### src/rtl/calorimeter_muon_classifier_defines.svh
// assertion macros for the calorimeter muon classifier
// every use expects a clock named clk and an active-low reset named rst_n
`ifndef CALORIMETER_MUON_CLASSIFIER_DEFINES_SVH
`define CALORIMETER_MUON_CLASSIFIER_DEFINES_SVH

`ifndef ASSERT_OFF
// same-cycle implication
`define CMC_ASSERT_IMPLY(lbl, ante, cons) \
  lbl: assert property (@(posedge clk) disable iff (!rst_n) (ante) |-> (cons)) \
    else $error("calorimeter muon classifier check failed");
// next-cycle implication
`define CMC_ASSERT_NEXT(lbl, ante, cons) \
  lbl: assert property (@(posedge clk) disable iff (!rst_n) (ante) |=> (cons)) \
    else $error("calorimeter muon classifier check failed");
`else
`define CMC_ASSERT_IMPLY(lbl, ante, cons)
`define CMC_ASSERT_NEXT(lbl, ante, cons)
`endif

`endif

### src/rtl/cmc_pkg.sv
package cmc_pkg;

  // field widths
  localparam int unsigned MomW   = 18;
  localparam int unsigned IdW    = 16;
  localparam int unsigned EnW    = 17;
  localparam int unsigned SumW   = 25;
  localparam int unsigned CntW   = 8;
  localparam int unsigned BrkW   = 17;
  localparam int unsigned CfgIdxW = 2;
  localparam int unsigned CfgDatW = 17;

  // datapath widths
  localparam int unsigned MagW   = 18;          // floor sqrt of |p|^2
  localparam int unsigned SqW    = 2 * MomW;    // one square, and the sum of three
  localparam int unsigned RemW   = MagW + 3;    // root remainder after the 2-bit shift
  localparam int unsigned ProdW  = 42;          // scaled sums and window thresholds
  localparam int unsigned StepW  = $clog2(MagW);
  localparam int unsigned NumComp = 3;
  localparam int unsigned CompW  = $clog2(NumComp);

  // window coefficients, everything in MeV scaled by 1e5
  localparam int unsigned ScaleK = 100000;
  localparam int unsigned CoefE  = 40000;
  localparam int unsigned CoefH  = 50000;

  // reset values of the registers
  localparam logic [BrkW-1:0] EcalBreakRst = BrkW'(10000);
  localparam logic [BrkW-1:0] HcalBreakRst = BrkW'(5000);
  localparam logic [CntW-1:0] EcalLimitRst = CntW'(6);
  localparam logic [CntW-1:0] HcalLimitRst = CntW'(9);

  // item codes
  localparam logic ModeTrack = 1'b0;
  localparam logic ModeHit   = 1'b1;
  localparam logic CaloEcal  = 1'b0;
  localparam logic CaloHcal  = 1'b1;

  typedef enum logic [CfgIdxW-1:0] {
    CFG_ECAL_BREAK = 2'd0,
    CFG_HCAL_BREAK = 2'd1,
    CFG_ECAL_LIMIT = 2'd2,
    CFG_HCAL_LIMIT = 2'd3
  } cfg_reg_t;

  typedef enum logic [2:0] {
    S_IDLE,
    S_MAG,
    S_TLOAD,
    S_TMUL,
    S_ELOAD,
    S_EMUL,
    S_EMIT
  } top_state_t;

  typedef enum logic [1:0] {
    MAG_IDLE,
    MAG_SQ,
    MAG_ROOT
  } mag_state_t;

  function automatic logic [MomW-1:0] mom_abs(input logic [MomW-1:0] v);
    mom_abs = v[MomW-1] ? (~v + 1'b1) : v;
  endfunction

endpackage

### src/rtl/calorimeter_muon_classifier.sv
// calorimeter muon classifier: a track start (mode 0) loads the track id, clears the
// ecal/hcal energy sums and hit counts and forms |p| = floor(sqrt(px^2+py^2+pz^2)) in MeV;
// hits (mode 1) whose associated id matches the track add their energy (saturating at
// -2^24 and 2^24-1) and one count (saturating at 255) to their calorimeter. an item with
// last set produces one result: is_muon plus both hit counts. the e/p windows are tested
// exactly by cross-multiplication; zero momentum always fails. a hit without last leaves
// the block idle, so hits stream back to back. a track start stalls the input until the
// three shift-add squares, the root (two radicand bits a cycle), the serial window-threshold
// multiply and the control states are done. a last adds a 1-bit-per-cycle multiply of
// both sums by 1e5, and the result then waits in the output register until out_stall
// drops; while a result waits, new items are still taken unless another last needs the
// register.
`include "calorimeter_muon_classifier_defines.svh"

module calorimeter_muon_classifier (
  input  logic                         clk,
  input  logic                         rst_n,

  input  logic                         in_valid,
  output logic                         in_stall,
  input  logic                         in_mode,
  input  logic signed [cmc_pkg::MomW-1:0] in_mom_x,
  input  logic signed [cmc_pkg::MomW-1:0] in_mom_y,
  input  logic signed [cmc_pkg::MomW-1:0] in_mom_z,
  input  logic [cmc_pkg::IdW-1:0]      in_track_id,
  input  logic                         in_hit_calo,
  input  logic signed [cmc_pkg::EnW-1:0] in_hit_energy,
  input  logic [cmc_pkg::IdW-1:0]      in_hit_assoc_id,
  input  logic                         in_last,

  output logic                         out_valid,
  input  logic                         out_stall,
  output logic                         out_is_muon,
  output logic [cmc_pkg::CntW-1:0]     out_ecal_hit_count,
  output logic [cmc_pkg::CntW-1:0]     out_hcal_hit_count,

  input  logic                         cfg_valid,
  output logic                         cfg_ready,
  input  logic [cmc_pkg::CfgIdxW-1:0]  cfg_index,
  input  logic [cmc_pkg::CfgDatW-1:0]  cfg_data
);

  localparam logic [cmc_pkg::StepW-1:0] MulLast = cmc_pkg::StepW'(cmc_pkg::MagW - 1);
  localparam logic [cmc_pkg::CntW-1:0]  CntMax  = '1;

  // control strobes from the sequencer
  typedef struct packed {
    logic trk_load;   // track start transfer
    logic hit_add;    // matching hit transfer
    logic mul_load;   // load the serial multiplier
    logic mul_scale;  // load it with the sums (else with the window coefficients)
    logic mul_run;    // one multiplier bit
    logic thr_cap;    // keep the finished window thresholds
    logic emit;       // write the output register
  } ctl_t;

  ctl_t ctl;

  cmc_pkg::top_state_t state_r, state_nxt;

  // configuration
  logic [cmc_pkg::BrkW-1:0] ecal_brk_r, hcal_brk_r;
  logic [cmc_pkg::CntW-1:0] ecal_lim_r, hcal_lim_r;

  // per-track state
  logic [cmc_pkg::IdW-1:0]         track_r;
  logic signed [cmc_pkg::SumW-1:0] ecal_sum_r, hcal_sum_r;
  logic [cmc_pkg::CntW-1:0]        ecal_cnt_r, hcal_cnt_r;
  logic                            last_r;

  // magnitude unit
  logic                     mag_busy;
  logic [cmc_pkg::MagW-1:0] mag;

  // serial multiplier, two lanes sharing one multiplier bit stream
  logic [cmc_pkg::StepW-1:0]        mul_cnt_r;
  logic [cmc_pkg::MagW-1:0]         mr_r;
  logic signed [cmc_pkg::ProdW-1:0] mc0_r, mc1_r, acc0_r, acc1_r;
  logic signed [cmc_pkg::ProdW-1:0] acc0_nxt, acc1_nxt;
  logic signed [cmc_pkg::ProdW-1:0] te_r, th_r;
  logic                             mul_done;

  logic in_xfer, out_free, id_match;

  // hit accumulation
  logic signed [cmc_pkg::SumW:0]   add_sum;
  logic signed [cmc_pkg::SumW-1:0] sat_sum;
  logic [cmc_pkg::CntW-1:0]        cnt_sel, cnt_inc;

  // decision
  logic signed [cmc_pkg::ProdW-1:0] p_ext, e_ext, h_ext, e10, h20, h2, k_e, k_h;
  logic ecal_ok, hcal_ok, is_muon;

  assign in_xfer   = in_valid && !in_stall;
  assign out_free  = !out_valid || !out_stall;
  assign id_match  = (in_hit_assoc_id == track_r);
  assign mul_done  = (mul_cnt_r == MulLast);
  assign in_stall  = (state_r != cmc_pkg::S_IDLE);
  assign cfg_ready = 1'b1;

  // sequencer: next state
  always_comb begin
    state_nxt = state_r;
    case (state_r)
      cmc_pkg::S_IDLE: begin
        if (in_xfer) begin
          if (in_mode == cmc_pkg::ModeTrack) state_nxt = cmc_pkg::S_MAG;
          else if (in_last)                  state_nxt = cmc_pkg::S_ELOAD;
        end
      end
      cmc_pkg::S_MAG:   if (!mag_busy) state_nxt = cmc_pkg::S_TLOAD;
      cmc_pkg::S_TLOAD: state_nxt = cmc_pkg::S_TMUL;
      cmc_pkg::S_TMUL: begin
        if (mul_done) state_nxt = last_r ? cmc_pkg::S_ELOAD : cmc_pkg::S_IDLE;
      end
      cmc_pkg::S_ELOAD: state_nxt = cmc_pkg::S_EMUL;
      cmc_pkg::S_EMUL:  if (mul_done) state_nxt = cmc_pkg::S_EMIT;
      cmc_pkg::S_EMIT:  if (out_free) state_nxt = cmc_pkg::S_IDLE;
      default:          state_nxt = cmc_pkg::S_IDLE;
    endcase
  end

  // sequencer: strobes
  always_comb begin
    ctl = '0;
    case (state_r)
      cmc_pkg::S_IDLE: begin
        ctl.trk_load = in_xfer && (in_mode == cmc_pkg::ModeTrack);
        ctl.hit_add  = in_xfer && (in_mode == cmc_pkg::ModeHit) && id_match;
      end
      cmc_pkg::S_TLOAD: ctl.mul_load = 1'b1;
      cmc_pkg::S_TMUL: begin
        ctl.mul_run = 1'b1;
        ctl.thr_cap = mul_done;
      end
      cmc_pkg::S_ELOAD: begin
        ctl.mul_load  = 1'b1;
        ctl.mul_scale = 1'b1;
      end
      cmc_pkg::S_EMUL: ctl.mul_run = 1'b1;
      cmc_pkg::S_EMIT: ctl.emit = out_free;
      default: ;
    endcase
  end

  cmc_mag u_mag (
    .clk     (clk),
    .rst_n   (rst_n),
    .start_i (ctl.trk_load),
    .mom_x_i (in_mom_x),
    .mom_y_i (in_mom_y),
    .mom_z_i (in_mom_z),
    .busy_o  (mag_busy),
    .mag_o   (mag)
  );

  // saturating add of the hit energy into the sum of its calorimeter
  always_comb begin
    add_sum = (in_hit_calo == cmc_pkg::CaloEcal)
            ? ((cmc_pkg::SumW+1)'(ecal_sum_r) + (cmc_pkg::SumW+1)'(in_hit_energy))
            : ((cmc_pkg::SumW+1)'(hcal_sum_r) + (cmc_pkg::SumW+1)'(in_hit_energy));
    if (add_sum[cmc_pkg::SumW] != add_sum[cmc_pkg::SumW-1])
      sat_sum = add_sum[cmc_pkg::SumW] ? {1'b1, {(cmc_pkg::SumW-1){1'b0}}}
                                       : {1'b0, {(cmc_pkg::SumW-1){1'b1}}};
    else
      sat_sum = add_sum[cmc_pkg::SumW-1:0];
    cnt_sel = (in_hit_calo == cmc_pkg::CaloEcal) ? ecal_cnt_r : hcal_cnt_r;
    cnt_inc = (cnt_sel == CntMax) ? cnt_sel : cnt_sel + 1'b1;
  end

  // config and track state
  always_ff @(posedge clk) begin
    if (!rst_n) begin
      state_r    <= cmc_pkg::S_IDLE;
      ecal_brk_r <= cmc_pkg::EcalBreakRst;
      hcal_brk_r <= cmc_pkg::HcalBreakRst;
      ecal_lim_r <= cmc_pkg::EcalLimitRst;
      hcal_lim_r <= cmc_pkg::HcalLimitRst;
      track_r    <= '0;
      ecal_sum_r <= '0;
      hcal_sum_r <= '0;
      ecal_cnt_r <= '0;
      hcal_cnt_r <= '0;
      last_r     <= 1'b0;
    end else begin
      state_r <= state_nxt;
      if (cfg_valid && cfg_ready) begin
        case (cmc_pkg::cfg_reg_t'(cfg_index))
          cmc_pkg::CFG_ECAL_BREAK: ecal_brk_r <= cfg_data[cmc_pkg::BrkW-1:0];
          cmc_pkg::CFG_HCAL_BREAK: hcal_brk_r <= cfg_data[cmc_pkg::BrkW-1:0];
          cmc_pkg::CFG_ECAL_LIMIT: ecal_lim_r <= cfg_data[cmc_pkg::CntW-1:0];
          cmc_pkg::CFG_HCAL_LIMIT: hcal_lim_r <= cfg_data[cmc_pkg::CntW-1:0];
          default: ;
        endcase
      end
      if (ctl.trk_load) begin
        track_r    <= in_track_id;
        ecal_sum_r <= '0;
        hcal_sum_r <= '0;
        ecal_cnt_r <= '0;
        hcal_cnt_r <= '0;
        last_r     <= in_last;
      end else if (ctl.hit_add) begin
        if (in_hit_calo == cmc_pkg::CaloEcal) begin
          ecal_sum_r <= sat_sum;
          ecal_cnt_r <= cnt_inc;
        end else begin
          hcal_sum_r <= sat_sum;
          hcal_cnt_r <= cnt_inc;
        end
      end
    end
  end

  // window coefficients: 40000 - 3p and 50000 - 9p, later multiplied by p
  always_comb begin
    p_ext = {{(cmc_pkg::ProdW - cmc_pkg::MagW){1'b0}}, mag};
    k_e   = cmc_pkg::ProdW'(cmc_pkg::CoefE) - (p_ext + (p_ext <<< 1));
    k_h   = cmc_pkg::ProdW'(cmc_pkg::CoefH) - (p_ext + (p_ext <<< 3));
  end

  assign acc0_nxt = acc0_r + (mr_r[0] ? mc0_r : '0);
  assign acc1_nxt = acc1_r + (mr_r[0] ? mc1_r : '0);

  always_ff @(posedge clk) begin
    if (!rst_n) begin
      mul_cnt_r <= '0;
    end else if (ctl.mul_load) begin
      mul_cnt_r <= '0;
    end else if (ctl.mul_run) begin
      mul_cnt_r <= mul_cnt_r + 1'b1;
    end
  end

  // serial multiplier datapath, lsb of the multiplier first
  always_ff @(posedge clk) begin
    if (ctl.mul_load) begin
      acc0_r <= '0;
      acc1_r <= '0;
      if (ctl.mul_scale) begin
        mc0_r <= cmc_pkg::ProdW'(ecal_sum_r);
        mc1_r <= cmc_pkg::ProdW'(hcal_sum_r);
        mr_r  <= cmc_pkg::MagW'(cmc_pkg::ScaleK);
      end else begin
        mc0_r <= k_e;
        mc1_r <= k_h;
        mr_r  <= mag;
      end
    end else if (ctl.mul_run) begin
      acc0_r <= acc0_nxt;
      acc1_r <= acc1_nxt;
      mc0_r  <= mc0_r <<< 1;
      mc1_r  <= mc1_r <<< 1;
      mr_r   <= {1'b0, mr_r[cmc_pkg::MagW-1:1]};
    end
    if (ctl.thr_cap) begin
      te_r <= acc0_nxt;
      th_r <= acc1_nxt;
    end
  end

  // cuts: above the break fixed e/p windows, at or below it the p-dependent ones
  always_comb begin
    e_ext = cmc_pkg::ProdW'(ecal_sum_r);
    h_ext = cmc_pkg::ProdW'(hcal_sum_r);
    e10   = (e_ext <<< 3) + (e_ext <<< 1);
    h20   = (h_ext <<< 4) + (h_ext <<< 2);
    h2    = h_ext <<< 1;
    if (mag > {1'b0, ecal_brk_r})
      ecal_ok = !ecal_sum_r[cmc_pkg::SumW-1] && (e10 <= p_ext);
    else if (mag != '0)
      ecal_ok = !ecal_sum_r[cmc_pkg::SumW-1] && (acc0_r <= te_r);
    else
      ecal_ok = 1'b0;
    if (mag > {1'b0, hcal_brk_r})
      hcal_ok = (h20 >= p_ext) && (h2 <= p_ext);
    else if (mag != '0)
      hcal_ok = (acc1_r >= th_r);
    else
      hcal_ok = 1'b0;
    is_muon = ecal_ok && hcal_ok && (ecal_cnt_r < ecal_lim_r) && (hcal_cnt_r < hcal_lim_r);
  end

  // output register, holds a result until it is taken
  always_ff @(posedge clk) begin
    if (!rst_n) begin
      out_valid <= 1'b0;
    end else if (ctl.emit) begin
      out_valid <= 1'b1;
    end else if (!out_stall) begin
      out_valid <= 1'b0;
    end
  end

  always_ff @(posedge clk) begin
    if (ctl.emit) begin
      out_is_muon        <= is_muon;
      out_ecal_hit_count <= ecal_cnt_r;
      out_hcal_hit_count <= hcal_cnt_r;
    end
  end

  // magnitude unit only runs while the sequencer waits on it
  `CMC_ASSERT_IMPLY(a_mag_owned, mag_busy, state_r == cmc_pkg::S_MAG)
  // a matching or unmatched hit with last goes straight to scaling the sums
  `CMC_ASSERT_NEXT(a_hit_last, in_xfer && in_mode == cmc_pkg::ModeHit && in_last,
    state_r == cmc_pkg::S_ELOAD)
  // a decision with the register free always shows up as a valid result
  `CMC_ASSERT_NEXT(a_emit, state_r == cmc_pkg::S_EMIT && out_free, out_valid)

endmodule

### src/rtl/cmc_mag.sv
// serial momentum magnitude: sum of squares by shift-add, then a 2-bit-per-cycle root
module cmc_mag (
  input  logic                      clk,
  input  logic                      rst_n,
  input  logic                      start_i,
  input  logic [cmc_pkg::MomW-1:0]  mom_x_i,
  input  logic [cmc_pkg::MomW-1:0]  mom_y_i,
  input  logic [cmc_pkg::MomW-1:0]  mom_z_i,
  output logic                      busy_o,
  output logic [cmc_pkg::MagW-1:0]  mag_o
);

  localparam logic [cmc_pkg::StepW-1:0] SqLast   = cmc_pkg::StepW'(cmc_pkg::MomW - 1);
  localparam logic [cmc_pkg::StepW-1:0] RootLast = cmc_pkg::StepW'(cmc_pkg::MagW - 1);
  localparam logic [cmc_pkg::CompW-1:0] CompLast = cmc_pkg::CompW'(cmc_pkg::NumComp - 1);

  cmc_pkg::mag_state_t state_r, state_nxt;

  logic [cmc_pkg::StepW-1:0] step_r;
  logic [cmc_pkg::CompW-1:0] comp_r;
  logic [cmc_pkg::MomW-1:0]  q1_r, q2_r;
  logic [cmc_pkg::SqW-1:0]   mc_r;
  logic [cmc_pkg::MomW-1:0]  mr_r;
  logic [cmc_pkg::SqW-1:0]   sq_r;
  logic [cmc_pkg::RemW-1:0]  rem_r;
  logic [cmc_pkg::MagW-1:0]  root_r;

  logic sq_load, sq_step, sq_next, root_init, root_step;
  logic step_end;

  logic [cmc_pkg::RemW-1:0] rem_sh, trial, rem_nxt;
  logic                     ge;

  assign step_end = (state_r == cmc_pkg::MAG_SQ) ? (step_r == SqLast) : (step_r == RootLast);

  // next state
  always_comb begin
    state_nxt = state_r;
    case (state_r)
      cmc_pkg::MAG_IDLE: if (start_i) state_nxt = cmc_pkg::MAG_SQ;
      cmc_pkg::MAG_SQ:   if (step_end && comp_r == CompLast) state_nxt = cmc_pkg::MAG_ROOT;
      cmc_pkg::MAG_ROOT: if (step_end) state_nxt = cmc_pkg::MAG_IDLE;
      default:           state_nxt = cmc_pkg::MAG_IDLE;
    endcase
  end

  // control
  always_comb begin
    sq_load   = 1'b0;
    sq_step   = 1'b0;
    sq_next   = 1'b0;
    root_init = 1'b0;
    root_step = 1'b0;
    case (state_r)
      cmc_pkg::MAG_IDLE: sq_load = start_i;
      cmc_pkg::MAG_SQ: begin
        sq_step   = 1'b1;
        sq_next   = step_end && (comp_r != CompLast);
        root_init = step_end && (comp_r == CompLast);
      end
      cmc_pkg::MAG_ROOT: root_step = 1'b1;
      default: ;
    endcase
  end

  // one root digit
  always_comb begin
    rem_sh  = {rem_r[cmc_pkg::RemW-3:0], sq_r[cmc_pkg::SqW-1 -: 2]};
    trial   = {{(cmc_pkg::RemW - cmc_pkg::MagW - 2){1'b0}}, root_r, 2'b01};
    ge      = (rem_sh >= trial);
    rem_nxt = ge ? (rem_sh - trial) : rem_sh;
  end

  always_ff @(posedge clk) begin
    if (!rst_n) begin
      state_r <= cmc_pkg::MAG_IDLE;
      step_r  <= '0;
      comp_r  <= '0;
      root_r  <= '0;
    end else begin
      state_r <= state_nxt;
      if (sq_load) begin
        step_r <= '0;
        comp_r <= '0;
      end else if (sq_next) begin
        step_r <= '0;
        comp_r <= comp_r + 1'b1;
      end else if (root_init) begin
        step_r <= '0;
        root_r <= '0;
      end else if (root_step) begin
        step_r <= step_r + 1'b1;
        root_r <= {root_r[cmc_pkg::MagW-2:0], ge};
      end else if (sq_step) begin
        step_r <= step_r + 1'b1;
      end
    end
  end

  // shift-add square and root datapath
  always_ff @(posedge clk) begin
    if (sq_load) begin
      mc_r <= {{(cmc_pkg::SqW - cmc_pkg::MomW){1'b0}}, cmc_pkg::mom_abs(mom_x_i)};
      mr_r <= cmc_pkg::mom_abs(mom_x_i);
      q1_r <= cmc_pkg::mom_abs(mom_y_i);
      q2_r <= cmc_pkg::mom_abs(mom_z_i);
      sq_r <= '0;
    end else if (sq_step) begin
      sq_r <= sq_r + (mr_r[0] ? mc_r : '0);
      if (sq_next) begin
        mc_r <= {{(cmc_pkg::SqW - cmc_pkg::MomW){1'b0}}, q1_r};
        mr_r <= q1_r;
        q1_r <= q2_r;
      end else begin
        mc_r <= {mc_r[cmc_pkg::SqW-2:0], 1'b0};
        mr_r <= {1'b0, mr_r[cmc_pkg::MomW-1:1]};
      end
      if (root_init) rem_r <= '0;
    end else if (root_step) begin
      rem_r <= rem_nxt;
      sq_r  <= {sq_r[cmc_pkg::SqW-3:0], 2'b00};
    end
  end

  assign busy_o = (state_r != cmc_pkg::MAG_IDLE);
  assign mag_o  = root_r;

endmodule

### config.mk
export PLATFORM = sky130hd
export DESIGN_NAME = calorimeter_muon_classifier
export DESIGN_NICKNAME = d
export VERILOG_FILES = /design/src/rtl/cmc_pkg.sv /design/src/rtl/calorimeter_muon_classifier.sv /design/src/rtl/cmc_mag.sv
export VERILOG_INCLUDE_DIRS = /design/src /design/src/rtl
export SDC_FILE = /design/constraint.sdc
export NUM_CORES = 2
export LEC_CHECK = 0
export ABC_CLOCK_PERIOD_IN_PS = 6000
export BUFFER_PORTS_ARGS = -buffer_cell sky130_fd_sc_hd__buf_4
export CAP_MARGIN = 20
export CORE_ASPECT_RATIO = 0.7
export CORE_MARGIN = 2
export CORE_UTILIZATION = 40
export DETAILED_ROUTE_END_ITERATION = 10
export HOLD_SLACK_MARGIN = 0.05
export PLACE_DENSITY = 0.67
export SLEW_MARGIN = 20
export SYNTH_ARGS = -nofsm -noshare
export SYNTH_HDL_FRONTEND = slang
export SYNTH_HIERARCHICAL = 1
export SYNTH_SLANG_ARGS = --single-unit
export TNS_END_PERCENT = 1
### constraint.sdc
create_clock -name clk -period 6 [get_ports clk]
set_input_delay 0 -clock clk [delete_from_list [all_inputs] [get_ports clk]]
set_output_delay 0 -clock clk [all_outputs]
set_load 0.05 [all_outputs]
==> results_dict.tcl <==
set metrics [dict create \
    outcome "finished, final reports clean" \
    min_period_over_period_pct 77.66 \
    ys_seq_area_share_pct 35.92 \
    grt_pass1_wl_um 184000 \
    grt_pass1_vias 33280 \
    ys_async_sr_fraction_pct 0 \
    antenna_found_initial 3 \
    pwr-share-comb_pct 41.6 \
    htree_levels 3 \
    synth_top_flop_cell "dfxtp_1" \
    slew_viol_final 0 \
    coreArea_um2 103800 \
    clkTransAtPathRegs_ps 60 \
    placed_cells 5989 \
    tightestPinTransition_ps 1069 \
    wirelength_um 115500 \
    fmax_mhz 214.6 \
    syn_nets 5224 \
    ys_types 95 \
    fill_cells 9689 \
    ir_drop_mv 0.3103 \
    synth_top_area_share_pct 21.17 \
    critPathCaptureType "register" \
    cts_made_buffers 66 \
    synthMostInstantiatedCell "ha_1" \
    via_count 35330 \
    instances_no_fill 6283 \
    min_period_ps 4660 \
    rsz0062_at_grt "false" \
    postCtsSetupBuffers 0 \
    synth_commonest_cells "ha_1 (481), nand2_1 (429), dfxtp_1 (307), a21oi_1 (303), inv_1 (301)" \
    r2r_start "hcal_sum_r[0]$_SDFFE_PP0P_" \
    place_hpwl_um 83640 \
    synthTopCellsByArea "edfxtp_1 (21%), dfxtp_1 (15%), ha_1 (14%), nand2_1 (3.9%), a21oi_1 (3.6%)" \
    regArea_um2 14970 \
    drv_cap 0 \
    synth_top_area_cell "edfxtp_1" \
    grt_max_degree 92 \
    power_frac_clock_pct 22.8 \
    multiInputGateArea_um2 24980 \
    slowest_delay_ps 780 \
    gp_congestion 0.9566 \
    crit_path_max_fanout 44 \
    antenna_left 0 \
    hold_path_end "hcal_brk_r[9]$_SDFFE_PN1P_" \
    clk_latency_ps 680 \
    die_h_um 274.1 \
    finalSetupTns_ps 0 \
    power_density_nw_per_um2 393.1 \
    layout-drive-gt1-share_pct 7.745 \
    syn-cell-area_um2 41690 \
    synth_edf_count 294 \
    critPathSlowestCell "nand4_1" \
    worstPathArrival_ps 5210 \
    critical_path_class "input port to register" \
    viasPerCell 5.622 \
    ios 150 \
    crit_family "compound AO/OA/AOI/OAI gates" \
    wire_per_inst_um 18.39 \
    hold_slack_ps 98.70 \
    synth_area_per_cell_um2 9.050 \
    relSlewSlack_pct 28.70 \
    grt_overflow_total 0 \
    clockBufferDepth 3 \
    cts_sinks 601 \
    hold_violations 0 \
    worstReg2RegEnd "out_is_muon$_DFFE_PP_" \
    syn2layout_area_growth_pct 15.70 \
    hold_path_class "input port to register" \
    seq_power_share_pct 35.7 \
    drt-pass1-iter-count 8 \
    swShare_pct 39.24 \
    syn_inst 4607 \
    switchingPower_mw 7.441 \
    crit_path_cell_trace "dlygate4sd3_1 > buf_4 > inv_2 > a21boi_0 > inv_1 > ha_1 > a21oi_1 > nand4b_1 > and3_1 > o31ai_4 > a22oi_1 > a21oi_2 > nand3_1 > o21ba_2 > o21ai_4 > nand4_1 > o21ai_0" \
    synth_warnings 6 \
    dieArea_um2 106900 \
    synth-seq-cells 601 \
    min_from "cfg_data[9]" \
    cts-root-buf "clkbuf_16" \
    regToRegSetupSlack_ps 1370 \
    track_usage_pct 21.32 \
    die-width_um 389.9 \
    remaining_drc_errors 0 \
    port-buffer-count 148 \
    timing.critical_path.buf_inv 4 \
    rows 99 \
    drt_first_iter_violations 3148 \
    r2r_cells 20 \
    p_int_mw 11.52 \
    start_kind "input port" \
    worstPathRequired_ps 6550 \
    hold-path-cell-count 4 \
    layout.nets 5482 \
    skew_ps 57.75 \
    p_leak_nw 20.67 \
    initial_core_util_pct 40.17 \
    cts_tree "yes" \
    setup_viol 0 \
]
==> cells in the final DEF, fill, tap and decap left out, types with 34 or more instances in the layout <==
cell type | Yosys | layout
ha_1 | 481 | 479
mux2i_1 | 49 | 49
nand2b_1 | 44 | 44
xor2_1 | 115 | 115
nand3_1 | 107 | 107
a31oi_1 | 43 | 43
nand4_1 | 60 | 60
a21boi_0 | 60 | 60
o21a_1 | 45 | 45
nor3_1 | 64 | 63
a211oi_1 | 62 | 62
dlygate4sd3_1 | 0 | 170
xnor2_1 | 147 | 146
a21oi_1 | 303 | 301
o211ai_1 | 34 | 34
a22o_1 | 93 | 93
clkbuf_16 | 0 | 68
and2_1 | 136 | 136
nor2_1 | 276 | 271
nand2_1 | 429 | 427
a21o_1 | 191 | 191
edfxtp_1 | 294 | 294
nor2b_1 | 71 | 71
inv_1 | 301 | 301
a22oi_1 | 36 | 36
dfxtp_1 | 307 | 307
o21ai_0 | 285 | 284
buf_4 | 2 | 183
==> layer usage <==
metal | vias to the layer above | GRT usage (%) | routed length, µm
met5 | - | 0 | 21
met1 | 16630 | 31.50 | 56400
met4 | 4 | 5.243 | 2205
li1 | 17340 | - | -
met3 | 145 | 5.446 | 10330
met2 | 1208 | 30.70 | 46560
==> power by group through the flow <==
stage,sequential [mW],combinational (mW),clock (mW)
after floorplan,6.52,5.89,0
after global placement,6.80,7.50,0
after detailed placement,6.82,7.65,0
after CTS,6.74,7.81,4.39
after global routing,6.89,8.83,4.56
final,6.76,7.88,4.32
==> kinds of logic (layout without fill, tap and decap cells) <==
group	Yosys count	count (layout)	share of synthesized area [%]
XOR/XNOR	262	262	5.504
multiplexers	77	77	1.933
buffers and inverters	470	782	4.318
AND/OR/NAND/NOR	1336	1336	15.64
adder cells (fa/ha/maj)	487	487	14.72
flip-flops	601	601	35.92
other	1	2	0.008994
AO/OA/AOI/OAI	1373	1373	21.95
==> worst reg2reg max path: cells and delay by family (launching register included) <==
| family | cells | cell delay [ps] |
|---|---|---|
| and+or+nand+nor | 7 | 1260 |
| buffers and inverters | 1 | 60 |
| AOI/OAI and AO/OA | 8 | 1460 |
| DFF | 1 | 450 |
| adders and majority gates | 3 | 950 |
| xor gates and xnor gates | 1 | 130 |
==> state kept, by name, indices dropped and copies added, names as in the netlist, 19 cells and up <==
register,count
hcal_sum_r,25
mc0_r,42
te_r,42
u_mag/sq_r,36
acc1_r,42
acc0_r,42
u_mag/mc_r,36
u_mag/rem_r,19
mc1_r,42
th_r,42
ecal_sum_r,25
==> timing repair <==
action	CTS	global route
gates resized for setup	0	0
hold endpoints to repair	224	0
endpoints found under the setup margin	0	0
hold buffers	170	0
==> per-stage QoR <==
| stage | instance area [µm²] | utilization [%] | power, mW | setup slack, ps |
|---|---|---|---|---|
| 2_1_floorplan | 41690 | - | 12.41 | 1339 |
| 3_3_place_gp | 44190 | 42.58 | 14.31 | 1482 |
| 3_5_place_dp | 44190 | 42.58 | 14.47 | 1351 |
| 6_report | 48240 | 46.47 | 18.96 | 1340 |
| 5_1_grt | 48240 | 46.47 | 20.29 | 980.8 |
| 4_1_cts | 48210 | 46.44 | 18.94 | 1460 |
==> how the worst max path moves through the flow <==
stage	from	slack [ps]	end	cells past startpoint
3_5_place_dp	in_hit_calo	1350	hcal_sum_r[8]$_SDFFE_PP0P_	16
6_report	in_hit_calo	1340	hcal_sum_r[3]$_SDFFE_PP0P_	17
2_1_floorplan	state_r[2]$_SDFFE_PN0P_	1340	mr_r[2]$_DFFE_PP_	8
4_1_cts	hcal_sum_r[0]$_SDFFE_PP0P_	1460	out_is_muon$_DFFE_PP_	20
3_3_place_gp	in_hit_calo	1480	hcal_sum_r[15]$_SDFFE_PP0P_	16
5_1_grt	ecal_sum_r[2]$_SDFFE_PP0P_	980	out_is_muon$_DFFE_PP_	20
==> layout make-up <==
type / instances / area share (%)
Clock buffer: 87 / 3.766
Antenna cell: 1 / 0.005188
Clock inverter: 35 / 1.022
Sequential cell: 601 / 31.04
Tap cell: 1363 / 3.535
Multi-Input combinational cell: 3536 / 51.79
Timing Repair Buffer: 355 / 6.458
Inverter: 305 / 2.378
Note: power is estimated with default switching activity, not from simulation.
